===== config.mk =====
export PLATFORM = sky130hd
export DESIGN_NAME = usb_bulk_only_scsi_command_engine_top_flat
export DESIGN_NICKNAME = d
export VERILOG_FILES = /design/src/hw/rtl/bot_pkg.sv /design/src/hw/rtl/bot_req_if.sv /design/src/hw/rtl/bot_res_if.sv /design/src/hw/rtl/usb_bulk_only_scsi_command_engine_top.sv /design/src/flat_wrapper.sv
export SDC_FILE = /design/constraint.sdc
export NUM_CORES = 1
export LEC_CHECK = 0
export ABC_CLOCK_PERIOD_IN_PS = 7300
export BUFFER_PORTS_ARGS = -buffer_cell sky130_fd_sc_hd__clkbuf_2
export CELL_PAD_IN_SITES_DETAIL_PLACEMENT = 1
export CELL_PAD_IN_SITES_GLOBAL_PLACEMENT = 1
export CORE_MARGIN = 4
export CORE_UTILIZATION = 40
export DETAILED_ROUTE_END_ITERATION = 6
export HOLD_SLACK_MARGIN = 0.02
export PLACE_DENSITY_LB_ADDON = 0.1
export SLEW_MARGIN = 20
export SYNTH_ARGS = -nofsm -noshare
export SYNTH_HDL_FRONTEND = slang
export SYNTH_SLANG_ARGS = --single-unit

===== constraint.sdc =====
create_clock -name i_clk -period 7.3 [get_ports i_clk]
set_input_delay 0.365 -clock i_clk [delete_from_list [all_inputs] [get_ports i_clk]]
set_output_delay 0.365 -clock i_clk [all_outputs]
set_load 0.03 [all_outputs]

===== src/hw/rtl/bot_pkg.sv =====
// Package for the bulk-only transport command engine.
// Holds request/result codes, opcodes and the beat structs; no dependencies.
`default_nettype none

package bot_pkg;

    localparam int unsigned MAX_BLOCK_SIZE = 4096;

    localparam logic [2:0] REQ_RW       = 3'd0;
    localparam logic [2:0] REQ_PROBE    = 3'd1;
    localparam logic [2:0] REQ_CAPQUERY = 3'd2;
    localparam logic [2:0] REQ_CAPREPLY = 3'd3;
    localparam logic [2:0] REQ_RECEIPT  = 3'd4;

    localparam logic [2:0] RES_REFUSED     = 3'd0;
    localparam logic [2:0] RES_ENVELOPE    = 3'd1;
    localparam logic [2:0] RES_GOOD        = 3'd2;
    localparam logic [2:0] RES_FAILED      = 3'd3;
    localparam logic [2:0] RES_CAP_TAKEN   = 3'd4;
    localparam logic [2:0] RES_CAP_REFUSED = 3'd5;

    localparam logic [1:0] PK_SENSE = 2'd0;
    localparam logic [1:0] PK_RW    = 2'd1;
    localparam logic [1:0] PK_PROBE = 2'd2;
    localparam logic [1:0] PK_CAP   = 2'd3;

    localparam logic [7:0] OP_PROBE    = 8'h00;
    localparam logic [7:0] OP_SENSE    = 8'h03;
    localparam logic [7:0] OP_CAPACITY = 8'h25;
    localparam logic [7:0] OP_READ10   = 8'h28;
    localparam logic [7:0] OP_WRITE10  = 8'h2A;

    localparam logic [4:0] CMD_LEN_6  = 5'd6;
    localparam logic [4:0] CMD_LEN_10 = 5'd10;

    localparam logic [31:0] RECEIPT_SIG    = 32'h5342_5355;
    localparam logic [31:0] LAST_BLOCK_MAX = 32'hFFFF_FFFF;
    localparam logic [27:0] SENSE_BYTES    = 28'd18;
    localparam logic [27:0] CAP_BYTES      = 28'd8;
    localparam int unsigned SECTOR_SIZE_DEFAULT = 512;

    localparam logic [2:0] REG_ATTACHED = 3'd0;

    typedef struct packed {
        logic [2:0]  req_type;
        logic        is_write;
        logic [31:0] block_addr;
        logic [31:0] block_count;
        logic [31:0] reply_last_block;
        logic [31:0] reply_block_size;
        logic [31:0] receipt_signature;
        logic [31:0] receipt_tag;
        logic [7:0]  receipt_status;
        logic        receipt_complete;
    } t_req;

    typedef struct packed {
        logic [2:0]  result_kind;
        logic [31:0] env_tag;
        logic [27:0] env_data_length;
        logic        env_data_in;
        logic [7:0]  env_opcode;
        logic [31:0] env_block_addr;
        logic [15:0] env_block_count;
        logic [4:0]  env_cmd_len;
        logic        last_of_run;
    } t_result;

endpackage

`default_nettype wire


===== src/hw/rtl/bot_req_if.sv =====
// Request channel interface of the bulk-only transport command engine.
// Valid/ready handshake with the input item fields; no dependencies.
`default_nettype none

interface bot_req_if;
    logic        valid;
    logic        ready;
    logic [2:0]  req_type;
    logic        is_write;
    logic [31:0] block_addr;
    logic [31:0] block_count;
    logic [31:0] reply_last_block;
    logic [31:0] reply_block_size;
    logic [31:0] receipt_signature;
    logic [31:0] receipt_tag;
    logic [7:0]  receipt_status;
    logic        receipt_complete;

    modport source (
        output valid, req_type, is_write, block_addr, block_count, reply_last_block,
               reply_block_size, receipt_signature, receipt_tag, receipt_status,
               receipt_complete,
        input  ready
    );
    modport sink (
        input  valid, req_type, is_write, block_addr, block_count, reply_last_block,
               reply_block_size, receipt_signature, receipt_tag, receipt_status,
               receipt_complete,
        output ready
    );
endinterface

`default_nettype wire


===== src/hw/rtl/bot_res_if.sv =====
// Result channel interface of the bulk-only transport command engine.
// Valid/ready handshake with the result fields; no dependencies.
`default_nettype none

interface bot_res_if;
    logic        valid;
    logic        ready;
    logic [2:0]  result_kind;
    logic [31:0] env_tag;
    logic [27:0] env_data_length;
    logic        env_data_in;
    logic [7:0]  env_opcode;
    logic [31:0] env_block_addr;
    logic [15:0] env_block_count;
    logic [4:0]  env_cmd_len;
    logic        last_of_run;

    modport source (
        output valid, result_kind, env_tag, env_data_length, env_data_in, env_opcode,
               env_block_addr, env_block_count, env_cmd_len, last_of_run,
        input  ready
    );
    modport sink (
        input  valid, result_kind, env_tag, env_data_length, env_data_in, env_opcode,
               env_block_addr, env_block_count, env_cmd_len, last_of_run,
        output ready
    );
endinterface

`default_nettype wire


===== src/hw/rtl/usb_bulk_only_scsi_command_engine_top.sv =====
// Bulk-only transport command engine (host side), top level.
// Depends on bot_pkg, bot_req_if and bot_res_if.
//
// One request, capacity reply or receipt is taken per cycle and decided in a
// single pass between the input register and the result register, so a new
// item is accepted every clock as long as the result side keeps taking beats.
// A failed read, write or probe (device still attached) gives two beats (failed
// verdict, then the request-sense envelope); the second beat is held in an extra
// result register, and input stalls until it has moved to the result register.
// The item is held in the input register, then its first result beat in the result
// register. The only register, device_attached at byte address 0, is written over
// the APB port; any write to it drops the known capacity and any outstanding command.
`default_nettype none

module usb_bulk_only_scsi_command_engine_top #(
    parameter int unsigned P_MAX_BLOCK_SIZE = bot_pkg::MAX_BLOCK_SIZE
) (
    input  wire         i_clk,
    input  wire         i_rst_n,
    bot_req_if.sink     i_req,
    bot_res_if.source   o_res,
    input  wire         i_psel,
    input  wire         i_penable,
    input  wire         i_pwrite,
    input  wire  [2:0]  i_paddr,
    input  wire  [31:0] i_pwdata,
    output logic [31:0] o_prdata,
    output logic        o_pready
);
    import bot_pkg::*;

    localparam int unsigned SW = $clog2(P_MAX_BLOCK_SIZE + 1);

    logic          r_in_v;
    t_req          r_in;
    logic          r_o_v;
    t_result       r_o;
    logic          r_x_v;
    t_result       r_x;

    logic          r_attached, n_attached;
    logic [31:0]   r_tag_seq, n_tag_seq;
    logic          r_busy, n_busy;
    logic [1:0]    r_pend_kind, n_pend_kind;
    logic [31:0]   r_pend_tag, n_pend_tag;
    logic [31:0]   r_sector_count, n_sector_count;
    logic [SW-1:0] r_sector_size, n_sector_size;

    t_result       res0, res1;
    logic          two;
    logic          slot_free, fire, in_acc, cfg_wr;
    logic [32:0]   end_sum;
    logic [SW+15:0] prod;
    logic          receipt_ok;

    assign cfg_wr    = i_psel & i_penable & i_pwrite & (i_paddr[2] == REG_ATTACHED[0]);
    assign o_pready  = 1'b1;
    assign o_prdata  = (i_paddr[2] == REG_ATTACHED[0]) ? {31'd0, r_attached} : 32'd0;

    assign slot_free = !r_o_v || o_res.ready;
    assign fire      = r_in_v && slot_free && !r_x_v;
    assign i_req.ready = !r_in_v || fire;
    assign in_acc    = i_req.valid && i_req.ready;

    assign end_sum    = {1'b0, r_in.block_addr} + {1'b0, r_in.block_count};
    assign prod       = r_in.block_count[15:0] * r_sector_size;
    assign receipt_ok = r_in.receipt_complete && (r_in.receipt_signature == RECEIPT_SIG)
                        && (r_in.receipt_tag == r_pend_tag) && (r_in.receipt_status == 8'd0);

    always_comb begin
        res0           = '0;
        res1           = '0;
        res0.last_of_run = 1'b1;
        res1.last_of_run = 1'b1;
        two            = 1'b0;
        n_attached     = r_attached;
        n_tag_seq      = r_tag_seq;
        n_busy         = r_busy;
        n_pend_kind    = r_pend_kind;
        n_pend_tag     = r_pend_tag;
        n_sector_count = r_sector_count;
        n_sector_size  = r_sector_size;
        if (fire) begin
            unique case (r_in.req_type)
                REQ_RW: begin
                    if (!r_attached || r_busy || r_sector_count == 32'd0
                        || r_in.block_count == 32'd0 || r_in.block_count > 32'h0000_FFFF
                        || end_sum > {1'b0, r_sector_count}) begin
                        res0.result_kind = RES_REFUSED;
                    end else begin
                        res0.result_kind     = RES_ENVELOPE;
                        res0.env_tag         = r_tag_seq;
                        res0.env_data_length = 28'(prod);
                        res0.env_data_in     = !r_in.is_write;
                        res0.env_opcode      = r_in.is_write ? OP_WRITE10 : OP_READ10;
                        res0.env_block_addr  = r_in.block_addr;
                        res0.env_block_count = r_in.block_count[15:0];
                        res0.env_cmd_len     = CMD_LEN_10;
                        n_tag_seq   = r_tag_seq + 32'd1;
                        n_busy      = 1'b1;
                        n_pend_kind = PK_RW;
                        n_pend_tag  = r_tag_seq;
                    end
                end
                REQ_PROBE, REQ_CAPQUERY: begin
                    if (!r_attached || r_busy) begin
                        res0.result_kind = RES_REFUSED;
                    end else begin
                        res0.result_kind = RES_ENVELOPE;
                        res0.env_tag     = r_tag_seq;
                        n_tag_seq  = r_tag_seq + 32'd1;
                        n_busy     = 1'b1;
                        n_pend_tag = r_tag_seq;
                        if (r_in.req_type == REQ_PROBE) begin
                            res0.env_opcode  = OP_PROBE;
                            res0.env_cmd_len = CMD_LEN_6;
                            n_pend_kind      = PK_PROBE;
                        end else begin
                            res0.env_data_length = CAP_BYTES;
                            res0.env_data_in     = 1'b1;
                            res0.env_opcode      = OP_CAPACITY;
                            res0.env_cmd_len     = CMD_LEN_10;
                            n_pend_kind          = PK_CAP;
                        end
                    end
                end
                REQ_CAPREPLY: begin
                    if (!r_attached || !r_busy || r_pend_kind != PK_CAP
                        || r_in.reply_block_size == 32'd0
                        || r_in.reply_block_size > 32'(P_MAX_BLOCK_SIZE)
                        || r_in.reply_last_block == LAST_BLOCK_MAX) begin
                        res0.result_kind = RES_CAP_REFUSED;
                    end else begin
                        res0.result_kind = RES_CAP_TAKEN;
                        n_sector_count = r_in.reply_last_block + 32'd1;
                        n_sector_size  = r_in.reply_block_size[SW-1:0];
                    end
                end
                REQ_RECEIPT: begin
                    if (!r_busy) begin
                        res0.result_kind = RES_REFUSED;
                    end else begin
                        n_busy      = 1'b0;
                        n_pend_kind = PK_SENSE;
                        n_pend_tag  = 32'd0;
                        res0.env_tag = r_pend_tag;
                        if (receipt_ok) begin
                            res0.result_kind = RES_GOOD;
                        end else begin
                            res0.result_kind = RES_FAILED;
                            if ((r_pend_kind == PK_RW || r_pend_kind == PK_PROBE)
                                && r_attached) begin
                                two              = 1'b1;
                                res0.last_of_run = 1'b0;
                                res1.result_kind     = RES_ENVELOPE;
                                res1.env_tag         = r_tag_seq;
                                res1.env_data_length = SENSE_BYTES;
                                res1.env_data_in     = 1'b1;
                                res1.env_opcode      = OP_SENSE;
                                res1.env_cmd_len     = CMD_LEN_6;
                                n_tag_seq   = r_tag_seq + 32'd1;
                                n_busy      = 1'b1;
                                n_pend_kind = PK_SENSE;
                                n_pend_tag  = r_tag_seq;
                            end
                        end
                    end
                end
                default: begin
                    res0.result_kind = RES_REFUSED;
                end
            endcase
        end
        if (cfg_wr) begin
            n_attached     = i_pwdata[0];
            n_sector_count = 32'd0;
            n_sector_size  = SW'(SECTOR_SIZE_DEFAULT);
            n_busy         = 1'b0;
            n_pend_kind    = PK_SENSE;
            n_pend_tag     = 32'd0;
        end
    end

    always_ff @(posedge i_clk) begin
        if (!i_rst_n) begin
            r_in_v         <= 1'b0;
            r_o_v          <= 1'b0;
            r_x_v          <= 1'b0;
            r_attached     <= 1'b0;
            r_tag_seq      <= 32'd1;
            r_busy         <= 1'b0;
            r_pend_kind    <= PK_SENSE;
            r_pend_tag     <= 32'd0;
            r_sector_count <= 32'd0;
            r_sector_size  <= SW'(SECTOR_SIZE_DEFAULT);
        end else begin
            r_attached     <= n_attached;
            r_tag_seq      <= n_tag_seq;
            r_busy         <= n_busy;
            r_pend_kind    <= n_pend_kind;
            r_pend_tag     <= n_pend_tag;
            r_sector_count <= n_sector_count;
            r_sector_size  <= n_sector_size;
            if (in_acc) begin
                r_in_v <= 1'b1;
            end else if (fire) begin
                r_in_v <= 1'b0;
            end
            if (fire) begin
                r_o_v <= 1'b1;
                r_x_v <= two;
            end else if (r_x_v && slot_free) begin
                r_o_v <= 1'b1;
                r_x_v <= 1'b0;
            end else if (o_res.ready) begin
                r_o_v <= 1'b0;
            end
        end
    end

    always_ff @(posedge i_clk) begin
        if (in_acc) begin
            r_in.req_type          <= i_req.req_type;
            r_in.is_write          <= i_req.is_write;
            r_in.block_addr        <= i_req.block_addr;
            r_in.block_count       <= i_req.block_count;
            r_in.reply_last_block  <= i_req.reply_last_block;
            r_in.reply_block_size  <= i_req.reply_block_size;
            r_in.receipt_signature <= i_req.receipt_signature;
            r_in.receipt_tag       <= i_req.receipt_tag;
            r_in.receipt_status    <= i_req.receipt_status;
            r_in.receipt_complete  <= i_req.receipt_complete;
        end
        if (fire) begin
            r_o <= res0;
            r_x <= res1;
        end else if (r_x_v && slot_free) begin
            r_o <= r_x;
        end
    end

    assign o_res.valid           = r_o_v;
    assign o_res.result_kind     = r_o.result_kind;
    assign o_res.env_tag         = r_o.env_tag;
    assign o_res.env_data_length = r_o.env_data_length;
    assign o_res.env_data_in     = r_o.env_data_in;
    assign o_res.env_opcode      = r_o.env_opcode;
    assign o_res.env_block_addr  = r_o.env_block_addr;
    assign o_res.env_block_count = r_o.env_block_count;
    assign o_res.env_cmd_len     = r_o.env_cmd_len;
    assign o_res.last_of_run     = r_o.last_of_run;

endmodule

`default_nettype wire


===== src/flat_wrapper.sv =====
// flat-port wrapper written by rule: the top's interface ports become plain ports
module usb_bulk_only_scsi_command_engine_top_flat import bot_pkg::*;
#(
    parameter int unsigned P_MAX_BLOCK_SIZE = bot_pkg::MAX_BLOCK_SIZE
)
  (i_clk, i_rst_n, i_psel, i_penable, i_pwrite, i_paddr, i_pwdata, o_prdata, o_pready, i_req_valid, i_req_req_type, i_req_is_write, i_req_block_addr, i_req_block_count, i_req_reply_last_block, i_req_reply_block_size, i_req_receipt_signature, i_req_receipt_tag, i_req_receipt_status, i_req_receipt_complete, i_req_ready, o_res_valid, o_res_result_kind, o_res_env_tag, o_res_env_data_length, o_res_env_data_in, o_res_env_opcode, o_res_env_block_addr, o_res_env_block_count, o_res_env_cmd_len, o_res_last_of_run, o_res_ready);
  bot_req_if i_req_i ();
  bot_res_if o_res_i ();
  input  wire i_clk;
  input  wire i_rst_n;
  input  wire i_psel;
  input  wire i_penable;
  input  wire i_pwrite;
  input  wire  [2:0] i_paddr;
  input  wire  [31:0] i_pwdata;
  output logic [31:0] o_prdata;
  output logic o_pready;
  input wire logic [$bits(i_req_i.valid)-1:0] i_req_valid;
  input wire logic [$bits(i_req_i.req_type)-1:0] i_req_req_type;
  input wire logic [$bits(i_req_i.is_write)-1:0] i_req_is_write;
  input wire logic [$bits(i_req_i.block_addr)-1:0] i_req_block_addr;
  input wire logic [$bits(i_req_i.block_count)-1:0] i_req_block_count;
  input wire logic [$bits(i_req_i.reply_last_block)-1:0] i_req_reply_last_block;
  input wire logic [$bits(i_req_i.reply_block_size)-1:0] i_req_reply_block_size;
  input wire logic [$bits(i_req_i.receipt_signature)-1:0] i_req_receipt_signature;
  input wire logic [$bits(i_req_i.receipt_tag)-1:0] i_req_receipt_tag;
  input wire logic [$bits(i_req_i.receipt_status)-1:0] i_req_receipt_status;
  input wire logic [$bits(i_req_i.receipt_complete)-1:0] i_req_receipt_complete;
  output wire logic [$bits(i_req_i.ready)-1:0] i_req_ready;
  output wire logic [$bits(o_res_i.valid)-1:0] o_res_valid;
  output wire logic [$bits(o_res_i.result_kind)-1:0] o_res_result_kind;
  output wire logic [$bits(o_res_i.env_tag)-1:0] o_res_env_tag;
  output wire logic [$bits(o_res_i.env_data_length)-1:0] o_res_env_data_length;
  output wire logic [$bits(o_res_i.env_data_in)-1:0] o_res_env_data_in;
  output wire logic [$bits(o_res_i.env_opcode)-1:0] o_res_env_opcode;
  output wire logic [$bits(o_res_i.env_block_addr)-1:0] o_res_env_block_addr;
  output wire logic [$bits(o_res_i.env_block_count)-1:0] o_res_env_block_count;
  output wire logic [$bits(o_res_i.env_cmd_len)-1:0] o_res_env_cmd_len;
  output wire logic [$bits(o_res_i.last_of_run)-1:0] o_res_last_of_run;
  input wire logic [$bits(o_res_i.ready)-1:0] o_res_ready;
  assign i_req_i.valid = i_req_valid;
  assign i_req_i.req_type = i_req_req_type;
  assign i_req_i.is_write = i_req_is_write;
  assign i_req_i.block_addr = i_req_block_addr;
  assign i_req_i.block_count = i_req_block_count;
  assign i_req_i.reply_last_block = i_req_reply_last_block;
  assign i_req_i.reply_block_size = i_req_reply_block_size;
  assign i_req_i.receipt_signature = i_req_receipt_signature;
  assign i_req_i.receipt_tag = i_req_receipt_tag;
  assign i_req_i.receipt_status = i_req_receipt_status;
  assign i_req_i.receipt_complete = i_req_receipt_complete;
  assign i_req_ready = i_req_i.ready;
  assign o_res_valid = o_res_i.valid;
  assign o_res_result_kind = o_res_i.result_kind;
  assign o_res_env_tag = o_res_i.env_tag;
  assign o_res_env_data_length = o_res_i.env_data_length;
  assign o_res_env_data_in = o_res_i.env_data_in;
  assign o_res_env_opcode = o_res_i.env_opcode;
  assign o_res_env_block_addr = o_res_i.env_block_addr;
  assign o_res_env_block_count = o_res_i.env_block_count;
  assign o_res_env_cmd_len = o_res_i.env_cmd_len;
  assign o_res_last_of_run = o_res_i.last_of_run;
  assign o_res_i.ready = o_res_ready;
  usb_bulk_only_scsi_command_engine_top #(.P_MAX_BLOCK_SIZE(P_MAX_BLOCK_SIZE)) u_core (.i_clk(i_clk), .i_rst_n(i_rst_n), .i_req(i_req_i), .o_res(o_res_i), .i_psel(i_psel), .i_penable(i_penable), .i_pwrite(i_pwrite), .i_paddr(i_paddr), .i_pwdata(i_pwdata), .o_prdata(o_prdata), .o_pready(o_pready));
endmodule

==> flow_metrics.tcl <==
set metrics [dict create \
    die_h_um 271 \
    r2r_slack_ps 650 \
    grt_pass1_wl_um 136000 \
    drc 0 \
    hpwl_um 61100 \
    async_flop_share_pct 0 \
    start_util_pct 40.4 \
    clock_sinks 474 \
    worstSetupPathType "flip-flop to flip-flop" \
    postCtsSetupRepairBufs 0 \
    setup_slack_ps 647 \
    grt_max_degree 165 \
    antenna_found_initial 2 \
    final.min_clock_period_ps 6650 \
    p_total_mw 6.77 \
    fin_area_mm2 0.0342 \
    setup_tns_ps 0 \
    htree_levels 2 \
    critical-path-max-stage-delay_ps 880 \
    finalCritPeriodShare_pct 91.1 \
    final_core_util_pct 49.8 \
    fin_skew_ps 51.2 \
    cp_top_family "adder cells" \
    clk_latency_ps 640 \
    synth_edf_count 358 \
    setup_viol 0 \
    synth_cells 2535 \
    wire_per_inst_um 21.7 \
    worstMarginPinSlew_ps 1030 \
    io_pins 408 \
    postCtsHoldBufs 207 \
    rsz0062_at_grt "false" \
    fmax_mhz 150 \
    ys.flop_type "edfxtp_1" \
    path_buf_inv 3 \
    critPathLaunchType "flip-flop" \
    outcome "complete, no violations" \
    cts_buffers 53 \
    timing.hold.ws_ps 155 \
    grt-ovfl-total 0 \
    die_w_um 271 \
    cts_tree "yes" \
    io_buffers 337 \
    final_hold_viol_count 0 \
    end_kind "flip-flop" \
    cp_slowest_cell "dfxtp_1" \
    path_common_cell "fa_1" \
    avgSynthCellArea_um2 10.9 \
    cp.arrival_ps 6980 \
    coreArea_mm2 0.0687 \
    clk_pin_slew_ps 60 \
    drt-vias-per-instance 5.14 \
    stdcell_count 4043 \
    die-area_mm2 0.0736 \
    crit_fanout 17 \
    leakage_nw 14.0 \
    cts_resized 0 \
    nets 3604 \
    synth_warnings 0 \
    place_inst 3734 \
    postRouteAntennaNets 0 \
    cp_cell_sequence "nand2_1 -> fa_1 -> inv_1 -> fa_1 -> fa_1 -> fa_1 -> inv_1 -> fa_1 -> inv_1 -> ha_1 -> a21o_1 -> a21o_1 -> a21oi_1 -> o2111ai_1 -> a311oi_1 -> o21ai_0 -> xnor2_1 -> nor2_1" \
    dp_slack_ps 761 \
    syn_area_mm2 0.0277 \
    ys_seq_area_share_pct 47.1 \
    gp_congestion 0.817 \
    placed_cell_area_mm2 0.0303 \
    grt_pass1_vias 23100 \
    drt_first_pass_iters 5 \
    cp_data_required_time_ps 7630 \
    rows 96 \
    drt_iter0_drc 1126 \
    drive_gt1_share_pct 16.2 \
    syn2layout_area_growth_pct 23.3 \
    slew-limit-headroom_pct 31.1 \
    max_cap_viol_count 0 \
    clockRootBuffer "clkbuf_16" \
    grt_usage_pct 23.7 \
    final_max_slew_viol_count 0 \
    yosys_register_bits 474 \
    hold_path.class "input pin to flip-flop" \
    dr_total_vias 20800 \
    power_density_mw_per_mm2 198 \
    vdd_drop_max_mv 0.187 \
    clockBufferDepth 3 \
    routed_wl_um 87800 \
    ys_types 69 \
]
[tightest hold or removal path, stage by stage]
cell      delay (ps)
clkbuf_2          90
nor2b_1          100
nand2_1           90
a21boi_0          70
[power breakdown]
group,total [mW],leakage (nW),switching (mW),internal (mW)
logic,0.869,8.74,0.529,0.340
registers,3.14,4.41,0.0937,3.04
clock network,2.76,0.873,1.17,1.59
[cell families (layout without fill, tap and decap cells)]
| group | Yosys count | in the layout | synth area share [%] |
|---|---|---|---|
| buf+inv | 439 | 979 | 6.61 |
| other cells | 2 | 39 | 0.0271 |
| flops | 474 | 474 | 47.1 |
| mux | 48 | 48 | 1.74 |
| compound gates | 346 | 346 | 8.79 |
| simple gates | 821 | 821 | 14.8 |
| fa+ha+maj | 292 | 292 | 17.3 |
| xor+xnor | 113 | 113 | 3.57 |
[cells in the mapped netlist (9+ instances only)]
cell type | n | area, um^2
ha_1 | 138 | 1730
nand3_1 | 48 | 240
o21a_1 | 13 | 97.6
buf_4 | 39 | 293
inv_1 | 296 | 1110
a31oi_1 | 10 | 62.6
dfxtp_1 | 116 | 2320
edfxtp_1 | 358 | 10800
nor2b_1 | 11 | 68.8
and2_1 | 160 | 1000
a21oi_1 | 116 | 581
nand4_1 | 46 | 288
nand2_1 | 244 | 916
o21ai_0 | 33 | 165
a211oi_1 | 43 | 323
clkbuf_1 | 86 | 323
mux2i_1 | 47 | 470
nor2_1 | 160 | 601
fa_1 | 154 | 3080
xnor2_1 | 75 | 657
xor2_1 | 38 | 333
a22o_1 | 34 | 298
o22ai_2 | 29 | 363
nor4_1 | 37 | 231
and3_1 | 48 | 300
nand2b_1 | 9 | 56.3
a21o_1 | 16 | 120
or4_1 | 9 | 67.6
nor3_1 | 22 | 110
[worst paths after layout]
check,endpoint,start,cells after the start
hold / removal,u_core.r_x_v,o_res_ready,4
setup reg to reg,u_core.o_res.env_data_length[27],u_core.r_sector_size[9],18
hold reg to reg,u_core.r_tag_seq[14],u_core.r_tag_seq[14],2
setup / recovery,u_core.o_res.env_data_length[27],u_core.r_sector_size[9],18
[cells in the final DEF, fill, tap and decap left out, drive strengths merged, types with 10 or more instances in the layout]
cell | synthesis | layout
a21o | 16 | 16
ha | 138 | 138
nor2 | 161 | 161
a22o | 34 | 34
o21a | 13 | 13
inv | 296 | 300
o21ai | 33 | 33
nor2b | 11 | 11
a31oi | 10 | 10
dlygate4sd3 | 0 | 207
and2 | 160 | 160
xnor2 | 75 | 75
a211oi | 44 | 44
nor3 | 22 | 22
xor2 | 38 | 38
and3 | 48 | 48
nor4 | 39 | 39
conb | 2 | 37
fa | 154 | 154
dfxtp | 116 | 116
clkinv | 2 | 23
mux2i | 47 | 47
o22ai | 36 | 36
nand2 | 244 | 244
nand3 | 48 | 48
nand4 | 46 | 46
buf | 51 | 37
a21oi | 117 | 117
clkbuf | 90 | 405
edfxtp | 358 | 358
[registers in the layout, indices dropped and copies added, names as in the netlist, 4 cells and up]
register,cells
u_core.o_res.env_tag,32
u_core.r_sector_size,13
u_core.r_pend_tag,32
u_core.r_sector_count,32
u_core.o_res.env_opcode,4
u_core.o_res.env_block_addr,32
u_core.r_in,205
u_core.o_res.env_block_count,16
u_core.r_x,33
u_core.o_res.env_data_length,28
u_core.r_tag_seq,32
[layout make-up]
type	instances	area, um^2
Timing Repair Buffer	581	4060
Sequential cell	474	13100
Clock inverter	32	369
Clock buffer	68	1410
Multi-Input combinational cell	1657	13000
Tap cell	931	1160
Antenna cell	2	5.00
Fill cell	7515	34500
Inverter	298	1120
[metal layers]
layer,vias to the layer above,track usage (%),share of wire (%)
met3,108,4.38,5.0
met1,10500,29.2,41
li1,9700,-,-
met2,433,43.1,52
met4,0,5.72,2.2
met5,-,0,0
Note: power is estimated with default switching activity, not from simulation.
